$ cat config.mk
export PLATFORM = sky130hd
export DESIGN_NAME = i2c_master_byte_engine
export DESIGN_NICKNAME = d
export VERILOG_FILES = /design/src/rtl/i2cm_pkg.sv /design/src/rtl/i2cm_skid.sv /design/src/rtl/i2c_master_byte_engine.sv
export SDC_FILE = /design/constraint.sdc
export NUM_CORES = 1
export LEC_CHECK = 0
export BUFFER_PORTS_ARGS = -buffer_cell sky130_fd_sc_hd__buf_2
export CAP_MARGIN = 10
export CORE_MARGIN = 2
export CORE_UTILIZATION = 48
export DETAILED_ROUTE_END_ITERATION = 16
export PLACE_DENSITY = 0.69
export SYNTH_ARGS = -nofsm -noshare
export SYNTH_HDL_FRONTEND = slang
export SYNTH_HIERARCHICAL = 1
export SYNTH_SLANG_ARGS = --single-unit
$ cat constraint.sdc
create_clock -name clk -period 4.47 [get_ports clk]
set_clock_uncertainty 0.1 [all_clocks]
set_input_delay 0.6705 -clock clk [delete_from_list [all_inputs] [get_ports clk]]
set_output_delay 0.6705 -clock clk [all_outputs]
set_load 0.01 [all_outputs]
$ cat src/rtl/i2cm_pkg.sv
// Shared types and constants for the I2C master byte engine.
`default_nettype none

package i2cm_pkg;

  localparam int unsigned DelayWidth = 10;
  localparam logic [DelayWidth-1:0] DelayReset = 10'd10;

  // Command codes carried in the func field
  typedef enum logic [1:0] {
    FN_START = 2'd0,
    FN_STOP  = 2'd1,
    FN_WRITE = 2'd2,
    FN_READ  = 2'd3
  } func_t;

  // One tick of input: command offer plus the sampled SDA level
  typedef struct packed {
    logic       cmd_valid;
    logic [1:0] func;
    logic [7:0] tx_byte;
    logic       send_ack;
    logic       sda_in;
  } req_t;

  // One tick of output: pin drives and command status
  typedef struct packed {
    logic       scl_low;
    logic       sda_low;
    logic       busy_res;
    logic       done_res;
    logic [7:0] rx_byte;
    logic       ack_bit;
  } rsp_t;

endpackage

`default_nettype wire

$ cat src/rtl/i2cm_skid.sv
// Two-entry output register with skid slot for the result channel.
`default_nettype none

module i2cm_skid (
  input  logic            clk,
  input  logic            rst,
  input  logic            push_valid,
  output logic            push_ready,
  input  i2cm_pkg::rsp_t  push_data,
  output logic            pop_valid,
  input  logic            pop_ready,
  output i2cm_pkg::rsp_t  pop_data
);
  import i2cm_pkg::*;

  logic out_v;
  logic skid_v;
  rsp_t out_d;
  rsp_t skid_d;
  logic push;
  logic pop;

  // Ready comes from a register only, so the sides stay apart
  assign push_ready = !skid_v;
  assign push       = push_valid && push_ready;
  assign pop        = out_v && pop_ready;
  assign pop_valid  = out_v;
  assign pop_data   = out_d;

  // Control: output slot and skid slot occupancy
  always_ff @(posedge clk) begin
    if (rst) begin
      out_v  <= 1'b0;
      skid_v <= 1'b0;
    end else if (skid_v) begin
      if (pop) begin
        skid_v <= 1'b0;
      end
    end else if (push) begin
      if (out_v && !pop) begin
        skid_v <= 1'b1;
      end else begin
        out_v <= 1'b1;
      end
    end else if (pop) begin
      out_v <= 1'b0;
    end
  end

  // Payload: move skid beat forward or capture the new beat
  always_ff @(posedge clk) begin
    if (skid_v) begin
      if (pop) begin
        out_d <= skid_d;
      end
    end else if (push) begin
      if (out_v && !pop) begin
        skid_d <= push_data;
      end else begin
        out_d <= push_data;
      end
    end
  end

endmodule

`default_nettype wire

$ cat src/rtl/i2c_master_byte_engine.sv
// Top level: I2C master bit timing engine, one bus tick per request beat.
//
//   channel | direction | handshake            | payload
//   --------+-----------+----------------------+----------------------
//   req     | in        | req_valid/req_ready  | i2cm_pkg::req_t
//   rsp     | out       | rsp_valid/rsp_ready  | i2cm_pkg::rsp_t
//   cfg     | in        | cfg_valid/cfg_ready  | delay_ticks [9:0]
//
// Each req beat is one bus tick and yields one rsp beat; one beat per cycle
// sustained while rsp is not stalled, the result leaving through the output register.
// The phase machine updates in the accepting cycle; rsp leaves through a
// two-entry output register, so req_ready drops only when both entries hold.
// rst is synchronous: phase idle, pins released, delay_ticks back to 10.
// A stalled rsp holds its beat; the engine advances only on accepted beats.
`default_nettype none

module i2c_master_byte_engine (
  input  logic                               clk,
  input  logic                               rst,
  input  logic                               req_valid,
  output logic                               req_ready,
  input  i2cm_pkg::req_t                     req,
  output logic                               rsp_valid,
  input  logic                               rsp_ready,
  output i2cm_pkg::rsp_t                     rsp,
  input  logic                               cfg_valid,
  output logic                               cfg_ready,
  input  logic [i2cm_pkg::DelayWidth-1:0]    cfg_data
);
  import i2cm_pkg::*;

  typedef enum logic [3:0] {
    PH_IDLE, PH_ST_A, PH_ST_B, PH_ST_C, PH_SP_A, PH_SP_B, PH_SP_C,
    PH_SETUP, PH_HIGH, PH_LOW, PH_TAIL
  } phase_t;

  logic [DelayWidth-1:0] delay_ticks;
  phase_t                phase,       phase_next;
  logic [DelayWidth-1:0] tick_count,  tick_next;
  logic [3:0]            bit_index,   bit_next;
  logic [7:0]            shift_reg,   shift_next;
  func_t                 active_cmd,  cmd_next;
  logic                  ack_choice,  ack_choice_next;
  logic                  scl_drive,   scl_next;
  logic                  sda_drive,   sda_next;
  logic [7:0]            rx_last,     rx_next;
  logic                  ack_last,    ack_last_next;

  logic                  accept;
  rsp_t                  res;
  logic                  busy;
  logic                  done;
  logic                  drive_bit;
  logic                  drive_one;
  logic [DelayWidth-1:0] limit;
  logic [DelayWidth-1:0] tick_inc;
  logic [3:0]            bit_inc;

  assign cfg_ready = 1'b1;
  assign accept    = req_valid && req_ready;
  assign limit     = (delay_ticks == '0) ? DelayWidth'(1) : delay_ticks;

  // Hold the phase timing register
  always_ff @(posedge clk) begin
    if (rst) begin
      delay_ticks <= DelayReset;
    end else if (cfg_valid && cfg_ready) begin
      delay_ticks <= cfg_data;
    end
  end

  // Work out one tick: take a command, apply phase entry, end the phase
  always_comb begin
    phase_next      = phase;
    tick_next       = tick_count;
    bit_next        = bit_index;
    shift_next      = shift_reg;
    cmd_next        = active_cmd;
    ack_choice_next = ack_choice;
    scl_next        = scl_drive;
    sda_next        = sda_drive;
    rx_next         = rx_last;
    ack_last_next   = ack_last;
    done            = 1'b0;
    tick_inc        = '0;
    bit_inc         = '0;

    // Take a new command only when idle
    if (phase == PH_IDLE && req.cmd_valid) begin
      cmd_next        = func_t'(req.func);
      ack_choice_next = req.send_ack;
      bit_next        = '0;
      tick_next       = '0;
      shift_next      = (func_t'(req.func) == FN_WRITE) ? req.tx_byte : 8'd0;
      unique case (func_t'(req.func))
        FN_START: phase_next = PH_ST_A;
        FN_STOP:  phase_next = PH_SP_A;
        FN_WRITE: phase_next = PH_SETUP;
        FN_READ:  phase_next = PH_SETUP;
        default:  phase_next = PH_SETUP;
      endcase
    end

    busy      = (phase_next != PH_IDLE);
    drive_bit = (cmd_next == FN_WRITE) ? (bit_next < 4'd8) : (bit_next == 4'd8);
    drive_one = (cmd_next == FN_WRITE) ? shift_next[7] : !ack_choice_next;

    // Apply pin changes on the first tick of a phase
    if (busy && tick_next == '0) begin
      unique case (phase_next)
        PH_ST_A:  begin scl_next = 1'b0; sda_next = 1'b0; end
        PH_ST_B:  sda_next = 1'b1;
        PH_ST_C:  scl_next = 1'b1;
        PH_SP_A:  begin sda_next = 1'b1; scl_next = 1'b1; end
        PH_SP_B:  scl_next = 1'b0;
        PH_SP_C:  sda_next = 1'b0;
        PH_SETUP: sda_next = drive_bit ? !drive_one : 1'b0;
        PH_HIGH:  scl_next = 1'b0;
        PH_LOW:   scl_next = 1'b1;
        PH_TAIL:  sda_next = 1'b1;
        default:  ;
      endcase
    end

    res.scl_low = scl_next;
    res.sda_low = sda_next;

    // Count the tick and leave the phase at its limit
    if (busy) begin
      tick_inc = tick_next + DelayWidth'(1);
      if (tick_inc >= limit) begin
        tick_next = '0;
        unique case (phase_next)
          PH_ST_A:  phase_next = PH_ST_B;
          PH_ST_B:  phase_next = PH_ST_C;
          PH_SP_A:  phase_next = PH_SP_B;
          PH_SP_B:  phase_next = PH_SP_C;
          PH_SETUP: phase_next = PH_HIGH;
          PH_HIGH: begin
            if (!drive_bit) begin
              if (cmd_next == FN_WRITE) begin
                ack_last_next = req.sda_in;
              end else begin
                shift_next = {shift_next[6:0], req.sda_in};
                if (bit_next == 4'd7) begin
                  rx_next = shift_next;
                end
              end
            end
            phase_next = PH_LOW;
          end
          PH_LOW: begin
            if (drive_bit) begin
              if (drive_one) begin
                sda_next = 1'b1;
              end
              if (cmd_next == FN_WRITE) begin
                shift_next = {shift_next[6:0], 1'b0};
              end
            end
            bit_inc  = bit_next + 4'd1;
            bit_next = bit_inc;
            if (bit_inc <= 4'd8) begin
              phase_next = PH_SETUP;
            end else if (cmd_next == FN_READ) begin
              phase_next = PH_TAIL;
            end else begin
              phase_next = PH_IDLE;
              done       = 1'b1;
            end
          end
          default: begin
            phase_next = PH_IDLE;
            done       = 1'b1;
          end
        endcase
      end else begin
        tick_next = tick_inc;
      end
    end

    res.busy_res = busy;
    res.done_res = done;
    res.rx_byte  = rx_next;
    res.ack_bit  = ack_last_next;
  end

  // Advance the engine on each accepted beat
  always_ff @(posedge clk) begin
    if (rst) begin
      phase      <= PH_IDLE;
      tick_count <= '0;
      bit_index  <= '0;
      shift_reg  <= '0;
      active_cmd <= FN_START;
      ack_choice <= 1'b0;
      scl_drive  <= 1'b0;
      sda_drive  <= 1'b0;
      rx_last    <= '0;
      ack_last   <= 1'b0;
    end else if (accept) begin
      phase      <= phase_next;
      tick_count <= tick_next;
      bit_index  <= bit_next;
      shift_reg  <= shift_next;
      active_cmd <= cmd_next;
      ack_choice <= ack_choice_next;
      scl_drive  <= scl_next;
      sda_drive  <= sda_next;
      rx_last    <= rx_next;
      ack_last   <= ack_last_next;
    end
  end

  // Register the result beat
  i2cm_skid u_skid (
    .clk        (clk),
    .rst        (rst),
    .push_valid (req_valid),
    .push_ready (req_ready),
    .push_data  (res),
    .pop_valid  (rsp_valid),
    .pop_ready  (rsp_ready),
    .pop_data   (rsp)
  );

endmodule

`default_nettype wire

# [Word level (Yosys, flattened, before mapping)]
# Index checks and enable logic that the tools add are counted.
[totals] wordCells=141 reg_bits=78
[op_classes] magnitude_cmp=3 addsub=2 n_eq_ne=20 mux=65 bitwise=1 reduce_logical=25
[op_table] operator="8-bit 2-to-1 mux" count=14
[op_table] operator="13-bit 2-to-1 mux" count=4
[op_table] operator="10-bit 2-to-1 mux" count=4
[op_table] operator="4-bit 2-to-1 mux" count=9
[op_table] operator="4-bit case mux with 7 select lines" count=1
[op_table] operator="1-bit 2-to-1 mux" count=27
[op_table] operator="4-bit by 3-bit == test with 1-bit output, second input constant" count=5
[op_table] operator="10-bit zero test" count=2
[op_table] operator="4-bit == test, second input constant" count=4
[op_table] operator="8-bit case mux with 2 select lines" count=1
[op_table] operator="4-bit case mux with 3 select lines" count=1
[op_table] operator="10-bit by 1-bit adder with 10-bit output, second input constant" count=1
[op_table] operator="10-bit >= comparator" count=1
[op_table] operator="3-bit AND reduction" count=3
[op_table] operator="3-bit OR reduction" count=3
[op_table] operator="2-bit == test, second input constant" count=4
[op_table] operator="4-bit by 2-bit == test with 1-bit output, second input constant" count=2
[op_table] operator="6-bit OR reduction" count=1
[op_table] operator="1-bit logical AND" count=5
[op_table] operator="4-bit by 1-bit adder with 4-bit output, second input constant" count=1
[op_table] operator="4-bit by 1-bit == test with 1-bit output, second input constant" count=1
[op_table] operator="4-bit <= comparator, second input constant" count=1
[op_table] operator="1-bit zero test" count=4
[op_table] operator="4-bit zero test" count=1
[op_table] operator="12 further kinds" count=16

# [Logic depth before layout (Yosys ltp)]
# Gate-level depths: netlist of run 1.
[logic_depth] depth_word=14 depth_mapped=18 depth_no_buf=15

# [Hierarchy]
# Netlist of run 1, hierarchy kept.
[by_module_without_submodules] mod="i2c_master_byte_engine" area_each_um2=3535.9 cells_per_inst=467 seq_area_each_um2=1001.0 instances=1
[by_module_without_submodules] mod="i2cm_skid" area_each_um2=1099.8 cells_per_inst=54 seq_area_each_um2=820.8 instances=1

# [Worst setup path after synthesis of run 1]
# Ideal clock, no wire load.
[synth_timing] path_type="register -> register" startpoint="register phase[0]" endpoint="register u_skid.out_d, in the netlist u_skid/pop_data[1] (data pin)" setup_ns=0.260 path_buffers=2 arrival_time_ns=4.357 setup_slack_ns=-0.247 stages_incl_launch_ff=16 path_cell_list="dfxtp_1 -> buf_6 -> nor4_2 -> nand2_1 -> clkbuf_1 -> and2_1 -> ha_1 -> nand3_1 -> or3_1 -> a21oi_1 -> ha_1 -> a2111oi_0 -> a21oi_2 -> nand2_2 -> mux2_2 -> mux2_4"
[synth_lines] item="start: declaration" line="i2c_master_byte_engine.sv:38" source="phase_t phase, phase_next;"
[synth_lines] item="start signal: assignment" line="i2c_master_byte_engine.sv:202" source="phase <= phase_next;"
[synth_lines] item="end signal: assignment" line="i2cm_skid.sv:54" source="out_d <= skid_d;"
[synth_lines] item="end signal: assignment" line="i2cm_skid.sv:60" source="out_d <= push_data;"
[synth_lines] item="end: declaration" line="i2cm_skid.sv:18" source="rsp_t out_d;"

==> impl_metrics.env, run 1 <==
export IMPL_outcome="complete, no violations"
export IMPL_tritoncts="built"
export IMPL_path_class="flop to flop"
export IMPL_die_area_um2=10500
export IMPL_clock_latency_ns=0.37
export IMPL_cts_resized=0
export IMPL_worst_pin_slew_ns=0.938
export IMPL_dp_hpwl_mm=8.85
export IMPL_dpl_cell_count=677
export IMPL_drtIter0Drc=414
export IMPL_critPathMaxFanout=8
export IMPL_synth_async_reset_ratio_pct=0
export IMPL_via_per_inst=6.04
export IMPL_timing_hold_ws_ns=0.379
export IMPL_p_per_area_nw_per_um2=305
export IMPL_finalSetupTns_ns=0
export IMPL_grtUsageTotal_pct=24.4
export IMPL_yosysMostFrequentCell="nand2_1"
export IMPL_cap_violations=0
export IMPL_yosysWarnings=6
export IMPL_syn_num_nets=561
export IMPL_avgSynthCellArea_um2=8.90
export IMPL_drive_gt1_share_pct=21.3
export IMPL_worstSetupEndpoint="u_skid/pop_data[1]"
export IMPL_drt_pass1_iterations=6
export IMPL_grt_ovfl_total=0
export IMPL_cp_start_kind="flop"
export IMPL_rows=35
export IMPL_clockRootBuffer="clkbuf_8"
export IMPL_critPathLaunch="phase[3]"
export IMPL_die_h_um=102
export IMPL_maxSlewViolCount=0
export IMPL_holdBufCountCts=0
export IMPL_fin_crit_sh_pct=86.4
export IMPL_die_w_um=102
export IMPL_r2r_end="u_skid/pop_data[1]"
export IMPL_syn2layout_area_growth_pct=11.5
export IMPL_fmax_mhz=259
export IMPL_rrSetupSlack_ns=0.61
export IMPL_rr_worst_depth=14
export IMPL_gp_congestion=0.937
export IMPL_grt_max_degree=30
export IMPL_grt_pass1_wl_mm=19.9
export IMPL_drc=0
export IMPL_netlist_top_cells_count="nand2_1 (61), dfxtp_1 (52), nor2_1 (50)"
export IMPL_wl_per_cell_um=17.8
export IMPL_synth_edf_count=26
export IMPL_clkSlewWorstSetupHoldPaths_ns=0.10
export IMPL_layout_min_cycle_time_ns=3.86
export IMPL_post_cts_setup_buffers=0
export IMPL_ioPinCount=44
export IMPL_ys_flop_type="dfxtp_1"
export IMPL_initial_core_util_pct=49.9
export IMPL_numCtsBuffers=9
export IMPL_netlist_area_um2=4640
export IMPL_wirelength_mm=12.3
export IMPL_synth_cells=521
export IMPL_cp_arrival_ns=3.88
export IMPL_synth_top_area_share_pct=22.5
export IMPL_clk_path_buf_depth=2
export IMPL_netlist_top_cell_by_area="dfxtp_1"
export IMPL_fillers=864
export IMPL_ys_ff_latch=78
export IMPL_slew_headroom_pct=37.4
export IMPL_worstPathRequired_ns=4.49
export IMPL_antenna_found_initial=0
export IMPL_end_kind="flop"
export IMPL_leakage_nw=1.96
export IMPL_ant_nets=0
export IMPL_fin_area_um2=5170
export IMPL_ys_seq_area_share_pct=39.3
export IMPL_h_tree_depth=3
export IMPL_r2r_start="phase[3]"
export IMPL_design_core_area_um2=9280
export IMPL_finalHoldViolCount=0
export IMPL_peakVddDrop_mv=0.159
export IMPL_grt_setup_unrepaired="false"
export IMPL_port_buffers=42
export IMPL_antenna_cells=0
export IMPL_num_vias=4189
export IMPL_num_nets_final=599
export IMPL_grt_pass1_vias=3890
export IMPL_stdcell_count=693
export IMPL_cts_sinks=78
export IMPL_worstHoldPathType="flop to flop"
export IMPL_setup_violations=0
export IMPL_dpl_cell_area_um2=4980
export IMPL_synth_cell_types=68
export IMPL_synth_area_leaders="dfxtp_1 (22%), edfxtp_1 (17%), nand2_1 (4.9%)"
[metrics by stage]
stage	power (W)	util (%)	setup WS [ns]
after CTS	0.00159	55.7	0.610
after detailed placement	0.00107	53.6	0.448
after floorplan	0.000985	-	0.225
after global routing	0.00165	55.7	0.291
final	0.00158	55.7	0.609
after global placement	0.00107	53.6	0.527
[layout make-up]
class,instances,area [µm²],share of cell area [%]
repair buffers,58,330,6.39
flip-flops and latches,78,1820,35.2
multi-input cells,393,2590,50.1
well taps,129,161,3.12
inverters,19,71.3,1.38
clock buffers,9,124,2.40
clock inverters,7,68.8,1.33
[layout by cell type, fill, tap and decap left out, drive strengths merged, types with 4 or more instances in the layout]
cell,count
nand3,23
or3,5
nand2b,4
o21a,6
a21boi,5
buf,58
nor2,50
and3,4
o21ai,16
mux2,22
a41o,4
dfxtp,52
nand4,12
edfxtp,26
mux2i,17
nor2b,5
clkbuf,9
a21o,4
a211oi,6
o311ai,5
a31o,4
ha,12
a21oi,36
and2,4
o2111ai,4
a31oi,11
nor4,10
nand2,63
inv,21
o31ai,5
o211ai,10
xor2,5
nor3,9
[power breakdown]
part           leakage, nW  switching (W)  total (W)  internal [W]
clock               0.0907       0.000303   0.000517      0.000214
combinational         1.21       0.000167   0.000272      0.000105
sequential           0.659      0.0000222   0.000790      0.000768
[routing by layer]
layer	share of wire (%)	vias to the layer above	wire (µm)	track usage, %
met3	7.0	28	861	4.79
met5	0	-	0	0
met4	2.0	0	247	9.23
met1	44	1980	5380	32.8
met2	47	179	5830	39.0
li1	-	2002	-	-
[critical path, stage by stage, from the launching register on]
cell and delay [ns]:
dfxtp_1 0.54, nor4_2 0.08, nand2_1 0.13, and2_1 0.19, ha_1 0.20, nand3_1 0.16
or3_1 0.34, a21oi_1 0.21, ha_1 0.26, o21a_1 0.17, nor2_1 0.27, a21oi_2 0.08
nand2_2 0.22, mux2_2 0.37, mux2_4 0.26
[worst min-delay path by stage]
stage	startpoint	end	slack, ns	cells past startpoint
after CTS	shift_reg[2]	shift_reg[2]	0.38	2
after detailed placement	shift_reg[2]	shift_reg[2]	0.37	2
after floorplan	ack_choice	ack_choice	0.34	2
after global routing	shift_reg[2]	shift_reg[2]	0.41	2
after global placement	ack_last	ack_last	0.35	2
final	shift_reg[2]	shift_reg[2]	0.38	2
[cell families after synthesis]
| group | count (synthesis) | share of synthesized area, % |
|---|---|---|
| AO/OA/AOI/OAI | 131 | 19.9 |
| adder cells (fa/ha/maj) | 12 | 3.24 |
| multiplexers | 39 | 9.50 |
| flip-flops | 78 | 39.3 |
| buffers and inverters | 50 | 4.91 |
| AND/OR/NAND/NOR | 204 | 22.0 |
| other | 1 | 0.0809 |
| XOR/XNOR | 6 | 1.13 |
No activity file was read; power rests on OpenSTA's default activity.
==> run 2, diff against run 1 <==
==> constraint.sdc (replaced) <==
create_clock -name clk -period 4.47 [get_ports clk]
set_clock_uncertainty 0.1 [all_clocks]
set_input_delay 0.894 -clock clk [delete_from_list [all_inputs] [get_ports clk]]
set_output_delay 0.894 -clock clk [all_outputs]
set_load 0.01 [all_outputs]
==> impl_metrics.env, run 2 (same netlist as run 1, synthesis figures left out) <==
export IMPL_die_area_um2=10500
export IMPL_grt_pass1_wl_mm=19.4
export IMPL_stdcell_count=693
export IMPL_post_cts_setup_buffers=0
export IMPL_cp_arrival_ns=3.90
export IMPL_worst_pin_slew_ns=0.937
export IMPL_h_tree_depth=3
export IMPL_num_vias=4173
export IMPL_fmax_mhz=258
export IMPL_p_per_area_nw_per_um2=305
export IMPL_cap_violations=0
export IMPL_gp_congestion=0.963
export IMPL_finalSetupTns_ns=0
export IMPL_drtIter0Drc=375
export IMPL_final_cell_mix="nand2_1 (61), dfxtp_1 (52), nor2_1 (50), buf_2 (42), a21oi_1 (35)"
export IMPL_port_buffers=42
export IMPL_cts_resized=0
export IMPL_ant_nets=0
export IMPL_tritoncts="built"
export IMPL_design_core_area_um2=9280
export IMPL_holdPathStages=2
export IMPL_clock_latency_ns=0.37
export IMPL_maxSlewViolCount=0
export IMPL_rr_worst_depth=11
export IMPL_switching_share_pct=31.0
export IMPL_p_seq_share_pct=50.2
export IMPL_dp_hpwl_mm=8.67
export IMPL_path_cells="buf_2, nand2_1, and2_1, ha_1, nand3_1, or3_1, a21oi_1, ha_1, o21a_1, nor2_1, a21oi_2, nand2_2, mux2_2, mux2_2"
export IMPL_clkSlewWorstSetupHoldPaths_ns=0.09
export IMPL_grtUsageTotal_pct=24.0
export IMPL_layout_min_cycle_time_ns=3.87
export IMPL_end_kind="flop"
export IMPL_holdBufCountCts=0
export IMPL_clk_path_buf_depth=2
export IMPL_finalHoldViolCount=0
export IMPL_final_common_cell="nand2_1"
export IMPL_fin_util_pct=55.6
export IMPL_cp_start_kind="input port"
export IMPL_numCtsBuffers=9
export IMPL_via_per_inst=6.02
export IMPL_clockRootBuffer="clkbuf_8"
export IMPL_antenna_found_initial=0
export IMPL_grt_max_degree=37
export IMPL_path_class="input port to flop"
export IMPL_cpPeakStageDelay_ns=0.38
export IMPL_grt_pass1_vias=3822
export IMPL_critPathMaxFanout=8
export IMPL_grt_setup_unrepaired="false"
export IMPL_cts_sinks=78
export IMPL_syn2layout_area_growth_pct=11.4
export IMPL_die_w_um=102
export IMPL_crit_path_top_delay_cell="mux2_2"
export IMPL_num_nets_final=599
export IMPL_drt_pass1_iterations=6
export IMPL_antenna_cells=0
export IMPL_die_h_um=102
export IMPL_crit_cells=14
export IMPL_initial_core_util_pct=49.9
export IMPL_ioPinCount=44
export IMPL_cp_top_family="simple AND/OR/NAND/NOR gates"
export IMPL_worstPathRequired_ns=4.49
export IMPL_p_int_w=0.00108
export IMPL_critPathBufInv=1
export IMPL_wl_per_cell_um=17.5
export IMPL_outcome="complete, no violations"
export IMPL_peakVddDrop_mv=0.138
export IMPL_fin_total_pwr_w=0.00157
export IMPL_setup_violations=0
export IMPL_combPwrFrac_pct=17.3
export IMPL_grt_ovfl_total=0
export IMPL_p_switching_w=0.000488
export IMPL_clkPwrFrac_pct=32.5
export IMPL_fin_crit_sh_pct=86.6
export IMPL_slew_headroom_pct=37.5
export IMPL_dpl_cell_count=677
export IMPL_drive_gt1_share_pct=21.3
export IMPL_worstHoldPathType="flop to flop"
export IMPL_wirelength_mm=12.1
export IMPL_rows=35
export IMPL_drc=0
export IMPL_leakage_nw=1.96
[run 2: worst paths after layout]
path                 from                  to  slack (ns)
max               req[12]  u_skid/pop_data[6]        0.60
min          shift_reg[2]        shift_reg[2]        0.37
max reg2reg      phase[0]  u_skid/pop_data[6]        0.63
min reg2reg  shift_reg[2]        shift_reg[2]        0.37
[run 2: stage by stage]
stage	cell area (µm²)	setup slack, ns	hold slack [ns]
finish	5160	0.598	0.371
global route	5160	0.446	0.392
CTS	5160	0.628	0.371
detailed placement	4980	0.251	0.357
global placement	4980	0.298	0.352
floorplan	4640	0.225	0.337
[run 2: tightest hold or removal path, cell delays in order, from the launching register on]
cell and delay (ns):
dfxtp_1 0.31, inv_1 0.05, a2111oi_1 0.06
[run 2: routing by layer]
layer	routed length [µm]	GRT usage (%)	part of all wire, %	vias to the layer above
li1	-	-	-	2006
met1	5450	32.9	45	1956
met2	5460	38.1	45	179
met3	838	4.58	6.9	32
met4	348	8.72	2.9	0
met5	0	0	0	-
[run 2: power groups by stage]
stage / logic (W) / clock network (W) / registers (W)
floorplan: 0.000181 / 0 / 0.000805
finish: 0.000272 / 0.000511 / 0.000789
CTS: 0.000269 / 0.000518 / 0.000790
global route: 0.000297 / 0.000546 / 0.000794
detailed placement: 0.000268 / 0 / 0.000806
global placement: 0.000265 / 0 / 0.000805
[run 2: layout make-up]
cell class | count | area, µm²
fillers | 865 | 4120
multi-input cells | 393 | 2590
flip-flops and latches | 78 | 1820
repair buffers | 58 | 330
well taps | 129 | 161
clock buffers | 9 | 124
inverters | 19 | 71.3
clock inverters | 7 | 61.3
